**config.mk**
```make
export PLATFORM = sky130hd
export DESIGN_NAME = framed_byte_receiver_mailbox
export DESIGN_NICKNAME = d
export VERILOG_FILES = /design/src/hw/rtl/fbrm_pkg.sv /design/src/hw/rtl/fbrm_ram.sv /design/src/hw/rtl/fbrm_dp.sv /design/src/hw/rtl/fbrm_ctrl.sv /design/src/hw/rtl/framed_byte_receiver_mailbox.sv
export SDC_FILE = /design/constraint.sdc
export NUM_CORES = 1
export LEC_CHECK = 0
export BUFFER_PORTS_ARGS = -buffer_cell sky130_fd_sc_hd__buf_4
export CORE_MARGIN = 2
export CORE_UTILIZATION = 40
export CTS_CLUSTER_SIZE = 8
export DETAILED_ROUTE_END_ITERATION = 6
export GPL_TIMING_DRIVEN = 0
export PLACE_DENSITY_LB_ADDON = 0.05
export SLEW_MARGIN = 10
export SYNTH_ARGS = -nofsm -noshare
export SYNTH_HDL_FRONTEND = slang
export SYNTH_SLANG_ARGS = --single-unit
```
**constraint.sdc**
```tcl
create_clock -name i_clk -period 3.5 [get_ports i_clk]
set_clock_uncertainty 0.05 [all_clocks]
set_input_delay 0.7 -clock i_clk [delete_from_list [all_inputs] [get_ports i_clk]]
set_output_delay 0.7 -clock i_clk [all_outputs]
set_load 0.01 [all_outputs]
```
**src/hw/rtl/fbrm_pkg.sv**
```systemverilog
package fbrm_pkg;

    localparam int MAX_LEN   = 16;
    localparam int NUM_SLOTS = 2;
    // one spare buffer beyond the slots takes the frame being received
    localparam int NUM_BUFS  = NUM_SLOTS + 1;
    localparam int RAM_DEPTH = NUM_BUFS * MAX_LEN;

    localparam int LEN_W  = $clog2(MAX_LEN + 1);
    localparam int IDX_W  = (MAX_LEN > 1) ? $clog2(MAX_LEN) : 1;
    localparam int BUF_W  = $clog2(NUM_BUFS);
    localparam int SLOT_W = (NUM_SLOTS > 1) ? $clog2(NUM_SLOTS) : 1;
    localparam int ADDR_W = $clog2(RAM_DEPTH);

    localparam logic [7:0] START_BYTE = 8'h7E;

    localparam logic REQ_RX   = 1'b0;
    localparam logic REQ_POLL = 1'b1;

    typedef struct packed {
        logic        req_type;
        logic [7:0]  rx_byte;
        logic [31:0] now_ms;
    } t_in;

    typedef struct packed {
        logic        msg_valid;
        logic [7:0]  msg_byte;
        logic [4:0]  msg_length;
        logic [31:0] msg_time;
        logic        last;
    } t_out;

    typedef enum logic [1:0] {
        PH_HUNT,
        PH_LEN,
        PH_DATA,
        PH_CHECK
    } t_phase;

    typedef enum logic {
        DS_IDLE,
        DS_DRAIN
    } t_dstate;

    typedef struct packed {
        logic len_load;
        logic data_wr;
        logic check;
        logic drain_start;
        logic issue;
    } t_dp_cmd;

    typedef struct packed {
        logic is_start;
        logic len_over;
        logic len_zero;
        logic data_done;
        logic drain_last;
    } t_dp_sts;

    function automatic logic [ADDR_W-1:0] buf_addr(input logic [BUF_W-1:0] b,
                                                   input logic [IDX_W-1:0] idx);
        buf_addr = ADDR_W'(int'(b) * MAX_LEN + int'(idx));
    endfunction

endpackage

```
**src/hw/rtl/fbrm_ram.sv**
```systemverilog
module fbrm_ram #(
    parameter int WIDTH = 8,
    parameter int DEPTH = 48
) (
    input  logic                     i_clk,
    input  logic                     i_wr_en,
    input  logic [$clog2(DEPTH)-1:0] i_wr_addr,
    input  logic [WIDTH-1:0]         i_wr_data,
    input  logic                     i_rd_en,
    input  logic [$clog2(DEPTH)-1:0] i_rd_addr,
    output logic [WIDTH-1:0]         o_rd_data
);

    logic [WIDTH-1:0] r_mem [DEPTH];
    logic [WIDTH-1:0] r_rd_data;

    always_ff @(posedge i_clk) begin
        if (i_wr_en) begin
            r_mem[i_wr_addr] <= i_wr_data;
        end
        if (i_rd_en) begin
            r_rd_data <= r_mem[i_rd_addr];
        end
    end

    assign o_rd_data = r_rd_data;

endmodule

```
**src/hw/rtl/fbrm_dp.sv**
```systemverilog
module fbrm_dp
    import fbrm_pkg::*;
(
    input  logic    i_clk,
    input  logic    i_rst_n,
    input  t_in     i_in,
    input  t_dp_cmd i_cmd,
    output t_dp_sts o_sts,
    output t_out    o_out
);

    logic [LEN_W-1:0]  r_decl_len;
    logic [LEN_W-1:0]  r_count;
    logic [7:0]        r_check;
    logic [LEN_W-1:0]  r_slot_len  [NUM_SLOTS];
    logic [31:0]       r_slot_time [NUM_SLOTS];
    logic [BUF_W-1:0]  r_slot_buf  [NUM_SLOTS];
    logic [BUF_W-1:0]  r_scratch;

    // drain context
    logic              r_d_hit;
    logic [LEN_W-1:0]  r_d_len;
    logic [31:0]       r_d_time;
    logic [BUF_W-1:0]  r_d_buf;
    logic [IDX_W-1:0]  r_d_idx;

    // output word side fields; byte comes straight from the RAM read register
    logic              r_o_hit;
    logic [LEN_W-1:0]  r_o_len;
    logic [31:0]       r_o_time;
    logic              r_o_last;

    logic              empty_found;
    logic [SLOT_W-1:0] empty_slot;
    logic              full_found;
    logic [SLOT_W-1:0] full_slot;
    logic              do_store;
    logic [7:0]        rd_data;
    logic              drain_last;
    logic [NUM_BUFS-1:0] buf_used;
    logic              len_ok;

    always_comb begin
        empty_found = 1'b0;
        empty_slot  = '0;
        full_found  = 1'b0;
        full_slot   = '0;
        for (int s = 0; s < NUM_SLOTS; s++) begin
            if (!empty_found && r_slot_len[s] == '0) begin
                empty_found = 1'b1;
                empty_slot  = SLOT_W'(s);
            end
            if (!full_found && r_slot_len[s] != '0) begin
                full_found = 1'b1;
                full_slot  = SLOT_W'(s);
            end
        end
    end

    assign do_store = i_cmd.check && (i_in.rx_byte == r_check) &&
                      (r_decl_len != '0) && empty_found;

    assign drain_last = !r_d_hit || ((LEN_W'(r_d_idx) + LEN_W'(1)) == r_d_len);

    assign o_sts.is_start   = (i_in.rx_byte == START_BYTE);
    assign o_sts.len_over   = (i_in.rx_byte > 8'(MAX_LEN));
    assign o_sts.len_zero   = (i_in.rx_byte == 8'h00);
    assign o_sts.data_done  = ((r_count + LEN_W'(1)) >= r_decl_len);
    assign o_sts.drain_last = drain_last;

    always_ff @(posedge i_clk) begin
        if (!i_rst_n) begin
            r_decl_len <= '0;
            r_count    <= '0;
            r_check    <= '0;
            r_scratch  <= BUF_W'(NUM_SLOTS);
            for (int s = 0; s < NUM_SLOTS; s++) begin
                r_slot_len[s] <= '0;
                r_slot_buf[s] <= BUF_W'(s);
            end
        end else begin
            if (i_cmd.len_load) begin
                r_decl_len <= o_sts.len_over ? '0 : LEN_W'(i_in.rx_byte);
                r_check    <= i_in.rx_byte;
                r_count    <= '0;
            end
            if (i_cmd.data_wr) begin
                r_count <= r_count + LEN_W'(1);
                r_check <= r_check ^ i_in.rx_byte;
            end
            // the spare buffer already holds the payload: swap it into the slot
            if (do_store) begin
                r_slot_len[empty_slot]  <= r_decl_len;
                r_slot_time[empty_slot] <= i_in.now_ms;
                r_slot_buf[empty_slot]  <= r_scratch;
                r_scratch               <= r_slot_buf[empty_slot];
            end
            if (i_cmd.drain_start && full_found) begin
                r_slot_len[full_slot] <= '0;
            end
        end
    end

    always_ff @(posedge i_clk) begin
        if (i_cmd.drain_start) begin
            r_d_hit  <= full_found;
            r_d_len  <= r_slot_len[full_slot];
            r_d_time <= r_slot_time[full_slot];
            r_d_buf  <= r_slot_buf[full_slot];
            r_d_idx  <= '0;
        end else if (i_cmd.issue) begin
            r_d_idx <= r_d_idx + IDX_W'(1);
        end
        if (i_cmd.issue) begin
            r_o_hit  <= r_d_hit;
            r_o_len  <= r_d_hit ? r_d_len : '0;
            r_o_time <= r_d_hit ? r_d_time : '0;
            r_o_last <= drain_last;
        end
    end

    fbrm_ram #(
        .WIDTH(8),
        .DEPTH(RAM_DEPTH)
    ) u_ram (
        .i_clk    (i_clk),
        .i_wr_en  (i_cmd.data_wr),
        .i_wr_addr(buf_addr(r_scratch, r_count[IDX_W-1:0])),
        .i_wr_data(i_in.rx_byte),
        .i_rd_en  (i_cmd.issue && r_d_hit),
        .i_rd_addr(buf_addr(r_d_buf, r_d_idx)),
        .o_rd_data(rd_data)
    );

    assign o_out.msg_valid  = r_o_hit;
    assign o_out.msg_byte   = r_o_hit ? rd_data : 8'h00;
    assign o_out.msg_length = 5'(r_o_len);
    assign o_out.msg_time   = r_o_time;
    assign o_out.last       = r_o_last;

    always_comb begin
        buf_used = '0;
        buf_used[r_scratch] = 1'b1;
        len_ok = 1'b1;
        for (int s = 0; s < NUM_SLOTS; s++) begin
            buf_used[r_slot_buf[s]] = 1'b1;
            if (r_slot_len[s] > LEN_W'(MAX_LEN)) begin
                len_ok = 1'b0;
            end
        end
    end

    // slots and spare always own distinct buffers
    a_buf_perm: assert property (@(posedge i_clk) disable iff (!i_rst_n)
        &buf_used)
        else $error("buffer ownership is not a permutation");

    a_len_range: assert property (@(posedge i_clk) disable iff (!i_rst_n)
        len_ok)
        else $error("stored length above maximum");

    a_no_wr_past_end: assert property (@(posedge i_clk) disable iff (!i_rst_n)
        i_cmd.data_wr |-> (r_count < r_decl_len))
        else $error("payload write beyond declared length");

endmodule

```
**src/hw/rtl/fbrm_ctrl.sv**
```systemverilog
module fbrm_ctrl
    import fbrm_pkg::*;
(
    input  logic    i_clk,
    input  logic    i_rst_n,
    input  logic    i_in_valid,
    input  logic    i_req_type,
    output logic    o_in_stall,
    output logic    o_out_valid,
    input  logic    i_out_stall,
    input  t_dp_sts i_sts,
    output t_dp_cmd o_cmd
);

    t_phase  r_phase, n_phase;
    t_dstate r_dstate, n_dstate;
    logic    r_out_valid, n_out_valid;
    logic    in_fire;
    logic    rx_fire;
    logic    out_fire;

    assign o_in_stall  = (r_dstate != DS_IDLE);
    assign o_out_valid = r_out_valid;
    assign in_fire     = i_in_valid && !o_in_stall;
    assign rx_fire     = in_fire && (i_req_type == REQ_RX);
    assign out_fire    = r_out_valid && !i_out_stall;

    always_ff @(posedge i_clk) begin
        if (!i_rst_n) begin
            r_phase     <= PH_HUNT;
            r_dstate    <= DS_IDLE;
            r_out_valid <= 1'b0;
        end else begin
            r_phase     <= n_phase;
            r_dstate    <= n_dstate;
            r_out_valid <= n_out_valid;
        end
    end

    always_comb begin
        n_phase  = r_phase;
        n_dstate = r_dstate;
        o_cmd    = '0;

        if (rx_fire) begin
            unique case (r_phase)
                PH_HUNT: begin
                    if (i_sts.is_start) begin
                        n_phase = PH_LEN;
                    end
                end
                PH_LEN: begin
                    o_cmd.len_load = 1'b1;
                    if (i_sts.len_over) begin
                        n_phase = PH_HUNT;
                    end else if (i_sts.len_zero) begin
                        n_phase = PH_CHECK;
                    end else begin
                        n_phase = PH_DATA;
                    end
                end
                PH_DATA: begin
                    o_cmd.data_wr = 1'b1;
                    if (i_sts.data_done) begin
                        n_phase = PH_CHECK;
                    end
                end
                PH_CHECK: begin
                    o_cmd.check = 1'b1;
                    n_phase     = PH_HUNT;
                end
                default: n_phase = PH_HUNT;
            endcase
        end

        unique case (r_dstate)
            DS_IDLE: begin
                if (in_fire && i_req_type == REQ_POLL) begin
                    o_cmd.drain_start = 1'b1;
                    n_dstate          = DS_DRAIN;
                end
            end
            DS_DRAIN: begin
                if (!r_out_valid || !i_out_stall) begin
                    o_cmd.issue = 1'b1;
                    if (i_sts.drain_last) begin
                        n_dstate = DS_IDLE;
                    end
                end
            end
            default: n_dstate = DS_IDLE;
        endcase

        n_out_valid = o_cmd.issue ? 1'b1 : (out_fire ? 1'b0 : r_out_valid);
    end

    a_hold_word: assert property (@(posedge i_clk) disable iff (!i_rst_n)
        (r_out_valid && i_out_stall) |=> r_out_valid)
        else $error("output word dropped while stalled");

    a_last_ends: assert property (@(posedge i_clk) disable iff (!i_rst_n)
        (o_cmd.issue && i_sts.drain_last) |=> (r_dstate == DS_IDLE))
        else $error("drain did not end after last word");

    a_issue_room: assert property (@(posedge i_clk) disable iff (!i_rst_n)
        o_cmd.issue |-> (!r_out_valid || !i_out_stall))
        else $error("word issued over a held word");

endmodule

```
**src/hw/rtl/framed_byte_receiver_mailbox.sv**
```systemverilog
// Framed byte receiver with a two-slot mailbox.
// Input channel (i_in_valid / o_in_stall, payload i_in): each word is either a
// received serial byte or a poll. Bytes are parsed as 0x7E, length, payload,
// XOR check; a non-empty frame that checks is stored with now_ms in the first
// empty slot, or dropped when both slots are full. A byte word produces no
// result, so bytes may arrive back to back while no poll is draining.
// A poll drains the lowest full slot: one output word per payload byte, last
// set on the final one; with no frame held it gives one word with msg_valid 0.
// Output channel (o_out_valid / i_out_stall, payload o_out).
// A poll loads the drain context; each issue then reads the RAM and fills the
// output register, one word per cycle while not stalled. The input stalls from
// the poll until the last word is issued into the output register; the output
// register frees the input again while the last word still waits.
// A stalled output holds its word and pauses the drain. Payload is kept in a
// single 48-byte RAM with one read and one write port; frames are never copied,
// buffers are swapped between slots and the receive side. Synchronous reset
// empties both slots and returns the parser to hunting for the start byte.
module framed_byte_receiver_mailbox
    import fbrm_pkg::*;
(
    input  logic i_clk,
    input  logic i_rst_n,
    input  logic i_in_valid,
    output logic o_in_stall,
    input  t_in  i_in,
    output logic o_out_valid,
    input  logic i_out_stall,
    output t_out o_out
);

    t_dp_cmd cmd;
    t_dp_sts sts;

    fbrm_ctrl u_ctrl (
        .i_clk      (i_clk),
        .i_rst_n    (i_rst_n),
        .i_in_valid (i_in_valid),
        .i_req_type (i_in.req_type),
        .o_in_stall (o_in_stall),
        .o_out_valid(o_out_valid),
        .i_out_stall(i_out_stall),
        .i_sts      (sts),
        .o_cmd      (cmd)
    );

    fbrm_dp u_dp (
        .i_clk  (i_clk),
        .i_rst_n(i_rst_n),
        .i_in   (i_in),
        .i_cmd  (cmd),
        .o_sts  (sts),
        .o_out  (o_out)
    );

endmodule
```
==> run summary, run 1 <==
run status = finished, final reports clean
post-detailed-placement half-perimeter wirelength = 33.6 mm
Clock H-tree levels = 3
Worst IR Drop VDD = 0.377 mV
CP arrival = 3.60 ns
critical path peak fanout = 10
layout overhead on the synthesized area = 18.5%
class of the most critical hold timing path = input pin to register
Final Total Pwr = 17.2 mW
count of standard-cell rows = 86
Synth Cell Area = 0.0223 mm^2
Seq/Total Area, Yosys = 0.765
Root Driver = clkbuf_16
chip width = 240 um
pin slew with the least headroom to its limit = 1.12 ns
Min Clock Period, post-route = 3.43 ns
overall routing resource usage = 0.191
first-pass GRT wire length = 79.0 mm
Hold Buf Count CTS = 0
required time of the critical path = 3.67 ns
gpl congestion = 0.774
main flop type after synthesis = edfxtp_1
kind of critical path = register to register
unrepaired setup endpoints after global routing = true
number of endpoints with negative hold slack in the final report = 0
maximum buffer depth of the clock tree = 3
share of the clock period used by the worst path = 0.981
Final nets = 1393
Crit. End Element = register
highest-count cells in the layout ignoring fill and taps = edfxtp_1, mux4_2, buf_4, clkbuf_16, clkbuf_1
core area = 0.0551 mm^2
vias in the first global route = 11639
Worst Hold Margin = 0.228 ns
most common cell after layout, fill and taps aside = edfxtp_1
Sinks on Clock Net = 577
count of yosys warnings during synthesis = 0
proportion of layout cells with a drive suffix above 1 = 0.273
via total after detailed routing = 11362
cts bufs inserted = 82
reg-to-reg setup timing slack = 0.07 ns
Max-Slew Margin vs Limit = 0.252
top-level I/O count = 94
worst-case setup slack after placement = -0.707 ns
post-detailed-route count of antenna-violating nets = 0
I/O Buffers = 93
clock tree from TritonCTS = built
Max Cap Viol = 0
leftover overflow at the end of global routing = 0
Slew Viols, Final = 0
post-route worst setup slack = 0.0661 ns
# diodes = 0
syn avg cell area = 19.3 um^2
number of instances in the synthesized netlist = 1155
largest net degree at the start of global routing = 56
pwr dens = 651 mW/mm^2
fmax = 0.291 GHz
effective utilization at floorplan = 0.405
clock latency at the later pin of the worst-skew pair = 0.60 ns
drt drc = 0
die boundary height = 240 um
number of flops mapped to enable cells by yosys = 549
origin of the worst min-delay path = i_in[13]
CP Launch Point = u_ctrl.o_in_stall
worst r2r src = u_ctrl.o_in_stall
clock-pin slew on the worst setup and hold paths = 0.05 ns
Seq cells post-synth = 577
crit start category = register
Die Footprint = 0.0576 mm^2
net count of the mapped netlist = 1207
post-CTS repair timing setup buffer count = 0
Vias per Instance = 5.36
detailed-route wire length per cell = 25.3 um
Distinct cells, synth = 49
setup-violating endpoint count in the final report = 0
fraction of synthesis flops using an asynchronous set or reset pin = 0
final WL = 53.6 mm
length of the first detailed-routing pass in iterations = 5
antenna violations before repair = 0
Starting DRT DRC Count = 866
Leak = 8.35 nW
-- path summary, 6_finish.rpt --
check,end,cells past startpoint
worst max-delay path,u_dp.u_ram.r_mem[44][6],6
worst min-delay path,u_dp.r_slot_time[1][13],1
worst max register to register,u_dp.u_ram.r_mem[44][6],6
worst min register to register,u_dp.r_o_time[25],1
-- cell usage after synthesis, types with 6 or more instances --
cell,number,area share
clkbuf_1,43,0.0072
nor2_1,59,0.0099
o21ai_0,26,0.0058
mux4_2,104,0.11
a21o_1,7,0.0024
nand3_1,16,0.0036
edfxtp_1,549,0.74
and2_1,54,0.015
o22ai_1,32,0.0090
buf_2,6,0.0013
mux2_2,34,0.017
nor4_1,8,0.0022
buf_4,7,0.0024
buf_1,6,0.0010
nand2b_1,7,0.0020
nor3_1,20,0.0045
xnor2_1,12,0.0047
inv_1,6,0.0010
nand2_1,28,0.0047
nand3b_1,11,0.0037
a22oi_1,6,0.0020
ha_1,7,0.0039
or4_1,13,0.0044
a21oi_1,18,0.0040
dfxtp_1,28,0.025
-- per-stage QoR --
stage | TNS, ns | instance area (um^2) | instances | util
global route | -2.54 | 26400 | 2119 | 0.479
finish | 0 | 26400 | 2119 | 0.479
floorplan | 0 | 22300 | 1155 | -
CTS | 0 | 26400 | 2119 | 0.479
global placement | -175.37 | 23900 | 1996 | 0.434
detailed placement | -23.45 | 24200 | 2006 | 0.438
-- state kept, by name (all words and copies together) (netlist names), 2 cells and up, named ones only --
name,flops
u_dp.r_count,5
u_dp.r_check,8
u_dp.r_decl_len,5
u_dp.r_d_time,32
u_dp.r_slot_time,64
u_dp.r_slot_buf,4
u_dp.r_slot_len,10
u_dp.r_d_buf,2
u_dp.u_ram.r_mem,384
u_dp.u_ram.o_rd_data,8
u_dp.r_d_len,5
u_dp.r_scratch,2
u_dp.r_o_len,5
u_dp.r_d_idx,4
u_dp.r_o_time,32
-- where the power goes --
part | switching (mW) | leakage [nW] | total, mW | internal [mW]
Clock | 2.82 | 1.08 | 7.08 | 4.27
Sequential | 0.0289 | 5.20 | 7.70 | 7.67
Combinational | 1.31 | 2.06 | 2.41 | 1.10
Total | 4.15 | 8.35 | 17.2 | 13.0
-- critical path: stages (launching register included) --
cell      delay, ns
dfxtp_1        0.32
buf_6          0.14
nor3b_4        0.34
nor3b_2        0.60
clkbuf_1       0.48
nand3_1        0.36
nor2_1         0.76
-- timing repair --
item                                    in CTS  in global routing
endpoints found under the setup margin      31                 24
gates cloned                                 0                  0
gates resized for setup                      1                  1
-- metal layers --
layer,global-route usage,wire (um),vias to the layer above
li1,-,-,5026
met3,0.0328,3000,82
met1,0.285,24900,5947
met4,0.0583,1030,0
met5,0,0,-
met2,0.288,24700,307
-- logic make-up (layout without fill, tap and decap cells) --
logic type | Yosys count | in the layout | share of synthesized area
fa+ha+maj | 7 | 7 | 0.00393
buf+inv | 71 | 287 | 0.0141
simple gates | 239 | 239 | 0.0589
xor+xnor | 17 | 17 | 0.00668
compound gates | 106 | 106 | 0.0294
flops | 577 | 577 | 0.765
mux | 138 | 138 | 0.122
-- final cells by class --
class | instances | area (um^2)
plain buffers | 63 | 289
clock buffers | 106 | 2160
clock inverters | 8 | 78.8
fillers | 4743 | 28700
inverters | 7 | 26.3
multi-input cells | 507 | 5010
flip-flops and latches | 577 | 17000
well taps | 748 | 936
repair buffers | 103 | 860
Note: power is estimated with default switching activity, not from simulation.
==> run 2: changes to the inputs <==
PLACE_DENSITY_LB_ADDON = 0.12   (was 0.05)
==> run summary, run 2 (synthesized netlist as in run 1, its figures left out) <==
run status = finished, final reports clean
count of standard-cell rows = 86 (unchanged)
final-layout fill cell count = 4672 (-1.5%)
Min Clock Period, post-route = 3.28 ns (-0.153 ns)
vias in the first global route = 11738 (+0.85%)
maximum buffer depth of the clock tree = 3 (unchanged)
# diodes = 0 (unchanged)
Die Footprint = 0.0576 mm^2 (unchanged)
CP arrival = 3.63 ns (+0.03 ns)
clock tree from TritonCTS = built
clock-pin slew on the worst setup and hold paths = 0.05 ns (about the same)
pwr dens = 652 mW/mm^2 (+0.15%)
proportion of layout cells with a drive suffix above 1 = 0.273 (+0.000598)
FF/Latch Area = 0.0170 mm^2 (unchanged)
core area = 0.0551 mm^2 (unchanged)
first-pass GRT wire length = 77.2 mm (-2.3%)
Multi-input gate area = 0.00501 mm^2 (+0.10%)
number of endpoints with negative hold slack in the final report = 0 (unchanged)
gpl congestion = 0.819 (+5.9%)
Root Driver = clkbuf_16
length of the first detailed-routing pass in iterations = 5 (unchanged)
detailed-route wire length per cell = 24.5 um (-3.0%)
pin slew with the least headroom to its limit = 1.20 ns (+0.0844 ns)
cts bufs inserted = 82 (unchanged)
Slew Viols, Final = 0 (unchanged)
via total after detailed routing = 11289 (-0.64%)
fmax = 0.305 GHz (+4.7%)
drt drc = 0 (unchanged)
chip width = 240 um (unchanged)
leftover overflow at the end of global routing = 0 (unchanged)
layout overhead on the synthesized area = 18.5% (about the same)
Leak = 8.35 nW (about the same)
overall routing resource usage = 0.187 (-0.00467)
clock latency at the later pin of the worst-skew pair = 0.61 ns (about the same)
highest-count cells in the layout ignoring fill and taps = edfxtp_1, mux4_2, buf_4, clkbuf_16, clkbuf_1
kind of critical path = register to register
post-detailed-route count of antenna-violating nets = 0 (unchanged)
largest net degree at the start of global routing = 56 (unchanged)
post-CTS repair timing setup buffer count = 0 (unchanged)
I/O Buffers = 93 (unchanged)
most common cell after layout, fill and taps aside = edfxtp_1
top-level I/O count = 94 (unchanged)
registers with the most flip-flops = u_dp.u_ram.r_mem (384), u_dp.r_slot_time (64)
Sinks on Clock Net = 577 (unchanged)
antenna violations before repair = 3 (+3)
Crit. End Element = register
Largest Register = u_dp.u_ram.r_mem
post-route worst setup slack = 0.219 ns (+0.153 ns)
Starting DRT DRC Count = 894 (+3.2%)
required time of the critical path = 3.85 ns (+0.18 ns)
Max-Slew Margin vs Limit = 0.178 (-0.0743)
number of non-filler instances in the completed layout = 2116 (-0.14%)
total instance count after detailed placement = 2003 (-0.15%)
worst-case setup slack after placement = -0.499 ns (+0.208 ns)
crit start category = register
unrepaired setup endpoints after global routing = false
Clock H-tree levels = 3 (unchanged)
share of the clock period used by the worst path = 0.938 (-0.0436)
class of the most critical hold timing path = input pin to register
max FFs per register = 384 (unchanged)
Hold Buf Count CTS = 0 (unchanged)
post-layout util = 0.480 (about the same)
Max Cap Viol = 0 (unchanged)
Fin Setup TNS = 0 ns (unchanged)
die boundary height = 240 um (unchanged)
final WL = 51.9 mm (-3.2%)
Final nets = 1390 (-0.22%)
Vias per Instance = 5.34 (-0.50%)
post-detailed-placement half-perimeter wirelength = 32.7 mm (-2.7%)
setup-violating endpoint count in the final report = 0 (unchanged)
effective utilization at floorplan = 0.405 (unchanged)
Worst IR Drop VDD = 0.439 mV (+16%)
critical path peak fanout = 17 (+7)
run 2: changes by cell type in the layout (fill, tap and decap cells not counted), moves of 2 or more:
cell | previous run | this run
buf_16 | 3 | 1
inv_16 | 0 | 2
inv_6 | 4 | 2
nor2_2 | 1 | 3
nor2_1 | 58 | 56
run 2: cell type report:
| class | instances | area share |
|---|---|---|
| inverters | 7 | 0.000995 |
| plain buffers | 63 | 0.0109 |
| well taps | 748 | 0.0354 |
| flip-flops and latches | 577 | 0.645 |
| multi-input cells | 507 | 0.190 |
| clock buffers | 106 | 0.0815 |
| repair buffers | 100 | 0.0305 |
| clock inverters | 8 | 0.00568 |
run 2: final timing paths:
| check | slack, ns | endpoint | cells after the start | from |
|---|---|---|---|---|
| max reg2reg | 0.22 | u_dp.u_ram.o_rd_data[4] | 6 | u_dp.r_d_idx[1] |
| min reg2reg | 0.46 | u_dp.r_check[5] | 1 | u_dp.r_check[5] |
| max | 0.22 | u_dp.u_ram.o_rd_data[4] | 6 | u_dp.r_d_idx[1] |
| min | 0.22 | u_dp.r_slot_time[1][30] | 1 | i_in[30] |
run 2: timing repair:
item | in CTS | in global routing
endpoints found under the setup margin | 40 | 24
gates cloned | 0 | 0
resized for setup | 1 | 4
run 2: stage by stage:
stage          instance area [um^2]  hold WS [ns]  total power [mW]
2_1_floorplan                 22300         0.415              9.39
3_3_place_gp                  23900         0.436              10.2
3_5_place_dp                  24100         0.445              10.2
4_1_cts                       26400         0.177              17.5
5_1_grt                       26400         0.180              17.9
6_report                      26400         0.223              17.2
run 2: worst max-delay path, stage by stage (launching register included):
cell and delay (ns):
dfxtp_1 0.34, buf_2 0.50, clkbuf_1 0.71, mux4_2 0.35, o22ai_1 0.21, or4_1 0.62
o21ai_0 0.28
run 2: power by group:
group	internal, mW	total, mW	switching [mW]
clock network	4.35	7.18	2.83
logic	1.10	2.35	1.25
registers	7.67	7.70	0.0319
total	13.1	17.2	4.11
run 2: metal layers:
layer,GRT usage,routed length [um]
met3,0.0490,3180
met2,0.295,25000
met5,0,18
met4,0.0587,1170
met1,0.253,22500
